<file path="src/lsc_pkg.sv">
package lsc_pkg;

	localparam int unsigned SLOTS_DEF = 12;

	localparam int unsigned ID_W     = 7;
	localparam int unsigned SLOT_W   = 4;
	localparam int unsigned STATUS_W = 2;
	localparam int unsigned STAMP_W  = 32;
	localparam int unsigned IN_TDATA_W  = 8;
	localparam int unsigned OUT_TDATA_W = 8;

	localparam logic [STAMP_W-1:0] AGE_LIMIT = 32'hffff_fffe;
	localparam logic [STAMP_W-1:0] STAMP_MAX = 32'hffff_ffff;
	localparam logic [STAMP_W-1:0] AGE_RESET = 32'h0000_0001;

	typedef enum logic [STATUS_W-1:0] {
		ST_HIT      = 2'd0,
		ST_MISS     = 2'd1,
		ST_OVERFLOW = 2'd2
	} status_t;

	typedef struct packed {
		logic start;
		logic cmp_en;
	} scan_ctrl_t;

	typedef struct packed {
		logic hit;
		logic done;
	} scan_stat_t;

endpackage

</file>
<file path="src/lsc_ram.sv">
module lsc_ram #(
	parameter int unsigned WIDTH = 8,
	parameter int unsigned DEPTH = 16
) (
	input  logic                     clk,
	input  logic                     we,
	input  logic [$clog2(DEPTH)-1:0] addr,
	input  logic [WIDTH-1:0]         wdata,
	output logic [WIDTH-1:0]         rdata
);

	logic [WIDTH-1:0] mem_q [DEPTH];

	always_ff @(posedge clk) begin
		if (we) begin
			mem_q[addr] <= wdata;
		end
		rdata <= mem_q[addr];
	end

endmodule

</file>
<file path="src/lsc_scan.sv">
module lsc_scan
	import lsc_pkg::*;
#(
	parameter int unsigned SLOTS = SLOTS_DEF
) (
	input  logic                     clk,
	input  logic                     arst_n,
	input  scan_ctrl_t               ctrl,
	input  logic [$clog2(SLOTS)-1:0] idx,
	input  logic [ID_W-1:0]          id,
	input  logic                     ent_valid,
	input  logic [ID_W-1:0]          ent_tag,
	input  logic [STAMP_W-1:0]       ent_stamp,
	output scan_stat_t               stat,
	output logic [$clog2(SLOTS)-1:0] tgt_idx
);

	localparam int unsigned IDX_W = $clog2(SLOTS);

	logic [STAMP_W-1:0] best_stamp_q;
	logic [IDX_W-1:0]   best_idx_q;
	logic [STAMP_W-1:0] stamp_eff;
	logic               better;
	logic [IDX_W-1:0]   best_idx_nxt;

	// empty slots count as stamp zero
	assign stamp_eff    = ent_valid ? ent_stamp : '0;
	assign better       = stamp_eff < best_stamp_q;
	assign best_idx_nxt = better ? idx : best_idx_q;

	assign stat.hit  = ctrl.cmp_en && ent_valid && (ent_tag == id);
	assign stat.done = ctrl.cmp_en && (stat.hit || idx == IDX_W'(SLOTS - 1));
	assign tgt_idx   = stat.hit ? idx : best_idx_nxt;

	always_ff @(posedge clk or negedge arst_n) begin
		if (!arst_n) begin
			best_stamp_q <= STAMP_MAX;
			best_idx_q   <= '0;
		end else if (ctrl.start) begin
			best_stamp_q <= STAMP_MAX;
			best_idx_q   <= '0;
		end else if (ctrl.cmp_en && better) begin
			best_stamp_q <= stamp_eff;
			best_idx_q   <= idx;
		end
	end

endmodule

</file>
<file path="src/lru_slot_cache.sv">
// channel  dir  tdata (low bit up)                 handshake
// s_axis   in   sound_id[6:0], pad[7]              s_tvalid / s_tready
// m_axis   out  slot[3:0], status[5:4], pad[7:6]   m_tvalid / m_tready
//
// a request goes from accept through the scan state, the write state and the done state to the result;
// the scan reads one slot per cycle from the tag/stamp ram;
// a hit ends the scan early, an age overflow skips the scan and the write and goes straight to done
// reset empties all slots at once and sets the age counter to one
// one request is handled at a time: s_tready rises again as the result is registered;
// a result waiting on m_tready holds the next one back at its last step
module lru_slot_cache
	import lsc_pkg::*;
#(
	parameter int unsigned SLOTS = SLOTS_DEF
) (
	input  logic                   clk,
	input  logic                   arst_n,
	input  logic                   s_tvalid,
	output logic                   s_tready,
	input  logic [IN_TDATA_W-1:0]  s_tdata,  // sound_id
	output logic                   m_tvalid,
	input  logic                   m_tready,
	output logic [OUT_TDATA_W-1:0] m_tdata   // slot, status
);

	localparam int unsigned IDX_W = $clog2(SLOTS);
	localparam int unsigned CNT_W = $clog2(SLOTS + 1);
	localparam int unsigned ENT_W = ID_W + STAMP_W;

	typedef enum logic [1:0] {
		S_IDLE,
		S_SCAN,
		S_WRITE,
		S_DONE
	} state_t;

	state_t             state_q;
	logic [ID_W-1:0]    id_q;
	logic [STAMP_W-1:0] age_q;
	logic [SLOTS-1:0]   valid_q;
	logic [CNT_W-1:0]   rd_cnt_q;
	logic               cmp_vld_s1;
	logic [IDX_W-1:0]   cmp_idx_s1;
	logic [IDX_W-1:0]   tgt_q;
	logic [SLOT_W-1:0]  res_slot_q;
	status_t            res_status_q;
	logic               m_tvalid_q;
	logic [SLOT_W-1:0]  m_slot_q;
	status_t            m_status_q;

	logic               accept;
	logic               out_free;
	logic [IDX_W-1:0]   rd_addr;
	logic [IDX_W-1:0]   ram_addr;
	logic               ram_we;
	logic [ENT_W-1:0]   ram_wdata;
	logic [ENT_W-1:0]   ram_rdata;
	scan_ctrl_t         scan_ctrl;
	scan_stat_t         scan_stat;
	logic [IDX_W-1:0]   scan_tgt;
	logic [SLOT_W+IDX_W-1:0] tgt_ext;

	assign accept   = s_tvalid && s_tready;
	assign out_free = !m_tvalid_q || m_tready;
	assign s_tready = (state_q == S_IDLE);
	assign rd_addr  = rd_cnt_q[IDX_W-1:0];
	assign ram_we   = (state_q == S_WRITE);
	assign ram_addr = ram_we ? tgt_q : rd_addr;
	assign ram_wdata = {id_q, age_q};
	assign tgt_ext  = {{SLOT_W{1'b0}}, tgt_q};

	assign scan_ctrl.start  = accept;
	assign scan_ctrl.cmp_en = (state_q == S_SCAN) && cmp_vld_s1;

	lsc_ram #(
		.WIDTH(ENT_W),
		.DEPTH(SLOTS)
	) u_ram (
		.clk  (clk),
		.we   (ram_we),
		.addr (ram_addr),
		.wdata(ram_wdata),
		.rdata(ram_rdata)
	);

	lsc_scan #(
		.SLOTS(SLOTS)
	) u_scan (
		.clk      (clk),
		.arst_n   (arst_n),
		.ctrl     (scan_ctrl),
		.idx      (cmp_idx_s1),
		.id       (id_q),
		.ent_valid(valid_q[cmp_idx_s1]),
		.ent_tag  (ram_rdata[ENT_W-1:STAMP_W]),
		.ent_stamp(ram_rdata[STAMP_W-1:0]),
		.stat     (scan_stat),
		.tgt_idx  (scan_tgt)
	);

	always_ff @(posedge clk or negedge arst_n) begin
		if (!arst_n) begin
			state_q      <= S_IDLE;
			id_q         <= '0;
			age_q        <= AGE_RESET;
			valid_q      <= '0;
			rd_cnt_q     <= '0;
			cmp_vld_s1   <= 1'b0;
			cmp_idx_s1   <= '0;
			tgt_q        <= '0;
			res_slot_q   <= '0;
			res_status_q <= ST_HIT;
			m_tvalid_q   <= 1'b0;
			m_slot_q     <= '0;
			m_status_q   <= ST_HIT;
		end else begin
			if (m_tvalid_q && m_tready && state_q != S_DONE) begin
				m_tvalid_q <= 1'b0;
			end
			case (state_q)
				S_IDLE: begin
					if (accept) begin
						id_q <= s_tdata[ID_W-1:0];
						if (age_q == AGE_LIMIT) begin
							res_slot_q   <= '0;
							res_status_q <= ST_OVERFLOW;
							state_q      <= S_DONE;
						end else begin
							rd_cnt_q   <= '0;
							cmp_vld_s1 <= 1'b0;
							state_q    <= S_SCAN;
						end
					end
				end
				S_SCAN: begin
					if (scan_stat.done) begin
						tgt_q        <= scan_tgt;
						res_status_q <= scan_stat.hit ? ST_HIT : ST_MISS;
						cmp_vld_s1   <= 1'b0;
						state_q      <= S_WRITE;
					end else if (rd_cnt_q != CNT_W'(SLOTS)) begin
						rd_cnt_q   <= rd_cnt_q + 1'b1;
						cmp_vld_s1 <= 1'b1;
						cmp_idx_s1 <= rd_addr;
					end else begin
						cmp_vld_s1 <= 1'b0;
					end
				end
				S_WRITE: begin
					valid_q[tgt_q] <= 1'b1;
					age_q          <= age_q + 1'b1;
					res_slot_q     <= tgt_ext[SLOT_W-1:0];
					state_q        <= S_DONE;
				end
				S_DONE: begin
					if (out_free) begin
						m_tvalid_q <= 1'b1;
						m_slot_q   <= res_slot_q;
						m_status_q <= res_status_q;
						state_q    <= S_IDLE;
					end
				end
				default: begin
					state_q <= S_IDLE;
				end
			endcase
		end
	end

	assign m_tvalid = m_tvalid_q;
	assign m_tdata  = {{(OUT_TDATA_W - SLOT_W - STATUS_W){1'b0}}, m_status_q, m_slot_q};

endmodule

</file>
<file path="config.mk">
export PLATFORM = sky130hd
export DESIGN_NAME = lru_slot_cache
export DESIGN_NICKNAME = d
export VERILOG_FILES = /design/src/lsc_pkg.sv /design/src/lsc_ram.sv /design/src/lsc_scan.sv /design/src/lru_slot_cache.sv
export SDC_FILE = /design/constraint.sdc
export NUM_CORES = 1
export LEC_CHECK = 0
export ABC_AREA = 1
export BUFFER_PORTS_ARGS = -buffer_cell sky130_fd_sc_hd__buf_4
export CAP_MARGIN = 10
export CORE_AREA = 2 2 214 216
export DETAILED_ROUTE_END_ITERATION = 16
export DIE_AREA = 0 0 216 218
export PLACE_DENSITY = 0.71
export SLEW_MARGIN = 30
export SYNTH_ARGS = -nofsm -noshare
export SYNTH_HDL_FRONTEND = slang
export SYNTH_SLANG_ARGS = --single-unit
</file>
<file path="constraint.sdc">
create_clock -name clk -period 7.6 [get_ports clk]
set_input_delay 1.14 -clock clk [delete_from_list [all_inputs] [get_ports clk]]
set_output_delay 1.14 -clock clk [all_outputs]
set_load 0.01 [all_outputs]
</file>
## Word level (Yosys, flattened, before mapping)

Memories as Yosys holds them, arrays and structs flattened. A register that Yosys moved wholly into a read port is not among the register bits.
Index checks and enable logic that the tools add are counted.

- Input bits: 12
- Memories kept: 1
- Word-level logic and storage cells: 104
- Output and inout bits: 10
- Flip-flop bits (word level): 115
- RAM bits: 468

Memories:

| name | words | width | rd ports | clocked after memory_dff | write ports | RTL line | text |
|---|---|---|---|---|---|---|---|
| u_ram.mem_q | 12 | 39 | 1 | 1 | 1 | lsc_ram.sv:12 | `logic [WIDTH-1:0] mem_q [DEPTH];` |

- Eq/ne operators: 15
- Add/sub/neg operators: 2
- Order comparisons: 4
- Bitwise gates (word level): 2
- Reductions and logical operators: 25
- Muxes and demuxes: 40

Operators with widths:

| operator | count |
|---|---|
| 32-bit two-way mux | 3 |
| 4-bit two-way mux | 11 |
| 32-bit by 1-bit adder with 32-bit output, second input constant | 1 |
| 32-bit == test, second input constant | 1 |
| 32-bit < comparator | 1 |
| 4-bit one-hot mux with 2 select lines | 2 |
| 2-bit two-way mux | 7 |
| 1-bit two-way mux | 12 |
| 12-bit bitwise OR | 1 |
| 3-bit AND reduction | 4 |
| 4-bit by 5-bit < comparator with 1-bit output, second input constant | 2 |
| 2-bit != test, second input constant | 5 |
| 1-bit logical AND | 9 |
| 2-bit one-hot mux with 4 select lines | 1 |
| 7-bit == test | 1 |
| 2-bit by 1-bit != test with 1-bit output, second input constant | 3 |
| 2-bit AND reduction | 3 |
| 2-bit nonzero test | 3 |
| 5-bit AND reduction | 1 |
| 4-bit by 1-bit adder with 4-bit output, second input constant | 1 |
| 1-bit binary-select mux with 4-bit select | 1 |
| 1-bit demux with 4-bit select | 1 |
| 2-bit == test, second input constant | 2 |
| 4-bit == test, second input constant | 1 |
| other kinds (10) | 11 |

## Depth between registers and ports, before layout

- Depth in word-level cells: 8
- Gate-level depth with buffers: 26
- Gate-level depth less buffers: 23

## Hierarchy

A second synthesis with hierarchy kept.

- Cells, all modules: 2,764
- Area total of the unflattened synthesis: 26,939.6 µm²

Modules (own cells, without submodules):

| module | area each (µm²) | seq. area each (µm²) | instances | cells each |
|---|---|---|---|---|
| lsc_ram | 19,967.9 | 14,834.2 | 1 | 1,831 |
| lru_slot_cache | 4,003.8 | 1,978.1 | 1 | 482 |
| lsc_scan | 2,967.8 | 940.9 | 1 | 451 |

## Worst setup path after synthesis

No wires, ideal clock.

- Kind: reg-to-reg
- Start point: register state_q[0]
- End point: memory u_ram.mem_q[8][0] (netlist name), enable pin
- Clock period less this slack: 3,994 ps
- Required time: 7,164 ps
- Buffers on the path: 4
- Arrival: 3,558 ps
- Stages on the path, launching flop included: 12
- Setup time: 436 ps
- Path slack: 3,606 ps
- Cell sequence: dfrtp_1 > inv_1 > ha_1 > buf_4 > nand2_1 > o21ai_1 > buf_2 > nor2_2 > buf_2 > buf_2 > nand2_1 > nor2_1

- Word-level cells in the longest chain between the ends: 3
- Elaborated cells between the ends (all ways): 4
- Those cells by class: eq/ne (1); mux (3)

Ends and longest elaborated chain:

| item | RTL line | text |
|---|---|---|
| start, declared | lru_slot_cache.sv:37 | `state_t state_q;` |
| start signal, assigned | lru_slot_cache.sv:103 | `state_q <= S_IDLE;` |
| start signal, assigned | lru_slot_cache.sv:127 | `state_q <= S_DONE;` |
| start signal, assigned | lru_slot_cache.sv:131 | `state_q <= S_SCAN;` |
| 2-bit == test (*) | lru_slot_cache.sv:67 | `assign ram_we = (state_q == S_WRITE);` |
| 1-bit two-way mux | lsc_ram.sv:15 | `if (we) begin` |
| 1-bit two-way mux (implied by the code) | lsc_ram.sv:16 | `mem_q[addr] <= wdata;` |
| end, declared | lsc_ram.sv:12 |  |

Mark *: on every way between the ends. The rest lies on a longest branch, timed or not.

## Worst setup path after layout

- Start point: register state_q[0]
- End point: memory u_ram.mem_q[4][7] (netlist name), enable pin

The elaborated chain is that of the path after synthesis.

==> run metrics <==
status=completed; CTS max path bufs=3; post-route ant nets=0; row count=78; fin crit share=69.8%; CTS Sinks=622; Hold Worst Slack=458 ps; Non-Filler Instances=2552; Fin. Hold Viols=0; RSZ-0062 raised after global routing=false; Final GP Congestion=0.809; slowest stage delay, CP=610 ps; worst path cell trace=inv_1, ha_1, inv_1, a21oi_4, buf_4, clkinv_2, buf_4, nor2_4, buf_6, nand2_1, nor2_4, buf_4; largest family of logic cells by synthesized area=simple AND/OR/NAND/NOR gates; worst hold start=valid_q[6]$_DFFE_PN0P_; post-route design area=27400 um^2; commonest non-fill, non-tap cell in the layout=edfxtp_1; reg2reg start=state_q[0]$_DFFE_PN0P_; worst-skew pair later-pin latency=620 ps; Worst Path Max Fanout=74; r2r setup slk=2290 ps; CTS tree=done; Min-Delay Endpoint=valid_q[6]$_DFFE_PN0P_; Placed Cells=2440; Seq/Total Area, Yosys=71.7%; worst-margin pin slew=927 ps; vias in the first global route=15100; Final Max Slew Viols=0; layout cells sized above 1=11.6%; Simple-Gate Fraction of Synth Area=11.9%; total wire length=57300 um; Overall Global Routing Usage=24.9%; Critical Path Sink Type=register; Synth Area in Compound Gates=8.91%; Vias/cell=6.04; Initial Util=55.1%; Syn Area/Cell=13.0 um^2; fin nets=1953; setup_tns=0 ps; height of the die=218 um; Layout area overhead=10.8%; Post-CTS Resized=0; RR Endpoint=u_ram.mem_q[4][7]$_DFFE_PP_; overall power=9.72 mW; dpl cell area=25500 um^2; DR pass1 iterations=5; die area=47100 um^2; warning count from the yosys run=0; H-tree depth=2; Yosys cell types=56; total grt overflow=0; cell depth of the worst flop-to-flop path=12; core region area=44900 um^2; Pwr Density=354 nW/um^2; HP Class=reg2reg; initial antenna violation count=0; Setup Viol. Count Final=0; maximum vdd ir drop=0.298 mV; Setup crit start kind=register; FMAX=188 MHz; max_cap viols=0; cell mode on critical path=buf_4; commonest non-fill, non-tap cells in the layout=edfxtp_1 (468), nand3_1 (264), nand2_1 (183); XOR/XNOR Fraction of Synth Area=1.24%; worst hold stages=2; asr flop ratio synth=18.5%; skew final=16.8 ps; Post-synth top flop=edfxtp_1; clock-pin transition on the worst setup and hold timing paths=60 ps; # DRC=0; Die X=216 um; num ports=22; CP bufs+invs=7; TritonCTS buffer count=60; Rel. slew slack=38.2%; CP max-delay cell=nor2_4; min Tclk post-route=5310 ps; Routed WL per cell=22.5 um; #FFs+latches synth=622; I/O Buffers=18; Starting DRT DRC Count=1520; n_diodes=0; critical path class=reg2reg; dpl hpwl=29900 um; delay-heaviest family, CP=buffers and inverters; post-synthesis adder-cell area fraction=1.97%; post-synthesis cell count=1902; Arrival @ worst endpoint=5550 ps; Post-CTS Setup Repair Bufs=0; P_leak=9.74 nW; number of synthesized flops with an enable pin=468; first-pass GRT wire length=89000 um; cell area after synthesis=24700 um^2; mux cell area share after synthesis=0.136%; largest net degree at the start of global routing=86; CP Data Required Time=7840 ps; routed via count=15400; Root Driver=clkbuf_16; hold buffer count at cts=0
[kinds of logic after synthesis]
| group | count (synthesis) |
|---|---|
| AO/OA/AOI/OAI | 337 |
| XOR/XNOR | 35 |
| adder cells (fa/ha/maj) | 39 |
| buffers and inverters | 253 |
| flip-flops | 622 |
| multiplexers | 3 |
| other | 1 |
| AND/OR/NAND/NOR | 612 |
[worst max path at each step]
| stage | to | depth (start not counted) | slack [ps] | startpoint |
|---|---|---|---|---|
| after floorplan | u_ram.mem_q[8][0]$_DFFE_PP_ | 11 | 3610 | state_q[0]$_DFFE_PN0P_ |
| after global placement | u_ram.mem_q[0][9]$_DFFE_PP_ | 12 | 2000 | state_q[0]$_DFFE_PN0P_ |
| after detailed placement | u_ram.mem_q[0][0]$_DFFE_PP_ | 12 | 1960 | state_q[0]$_DFFE_PN0P_ |
| after CTS | u_ram.mem_q[0][10]$_DFFE_PP_ | 12 | 1920 | state_q[0]$_DFFE_PN0P_ |
| after global routing | u_ram.mem_q[4][8]$_DFFE_PP_ | 12 | 1940 | state_q[0]$_DFFE_PN0P_ |
| final | u_ram.mem_q[4][7]$_DFFE_PP_ | 12 | 2290 | state_q[0]$_DFFE_PN0P_ |
[synthesized netlist by cell type (12+ instances only)]
cell type | count | area share (%)
a21oi_1 | 21 | 0.42
a22oi_1 | 117 | 3.5
a31oi_1 | 119 | 3.0
buf_2 | 12 | 0.24
clkbuf_1 | 85 | 1.3
dfrtp_1 | 82 | 8.3
dfstp_2 | 33 | 3.5
dfxtp_1 | 39 | 3.2
edfxtp_1 | 468 | 57
ha_1 | 39 | 2.0
inv_1 | 140 | 2.1
nand2_1 | 183 | 2.8
nand3_1 | 264 | 5.3
nor2_1 | 69 | 1.0
o21ai_0 | 52 | 1.1
or3_1 | 40 | 1.0
xor2_1 | 26 | 0.92
[registers in the layout (all words and copies together) (netlist names)]
signal / cells
age_q: 32
cmp_idx_s1: 4
cmp_vld_s1: 1
id_q: 7
m_slot_q: 4
m_status_q: 2
m_tvalid: 1
rd_addr: 4
res_slot_q: 4
res_status_q: 2
state_q: 2
tgt_q: 4
u_ram.mem_q: 468
u_ram.rdata: 39
u_scan.best_idx_q: 4
u_scan.best_stamp_q: 32
valid_q: 12
[area by class of cell]
type                    count  area (um^2)
flip-flops and latches    622        17800
fillers                  3401        17500
clock buffers              90         1720
clock inverters            22          188
repair buffers             46          353
multi-input cells        1028         6110
well taps                 600          751
inverters                 144          547
[through the flow]
stage / utilization [%] / setup slack, ps
2_1_floorplan: - / 3610
5_1_grt: 61.1 / 1940
3_3_place_gp: 56.8 / 2000
6_report: 61.1 / 2290
4_1_cts: 61.0 / 1920
3_5_place_dp: 56.8 / 1960
[power by group]
group	total, mW	switching, mW	internal, mW
registers	4.40	0.252	4.14
logic	2.45	1.67	0.780
clock network	2.87	1.22	1.65
[layer usage]
layer  global-route usage, %  wire (um)  up-vias
li1                        -          -     6992
met1                    32.9      23600     7768
met2                    42.6      28600      542
met3                    3.97       3860      101
met4                    7.56       1330        0
met5                       0          0        -
[worst reg2reg max path, cell delays in order (launching register included)]
cell and delay [ps]:
dfrtp_1 410, inv_1 110, ha_1 440, inv_1 330
a21oi_4 220, buf_4 540, clkinv_2 100, buf_4 410
nor2_4 190, buf_6 570, nand2_1 420, nor2_4 610
buf_4 580
Power figures use the tool's default switching activity.
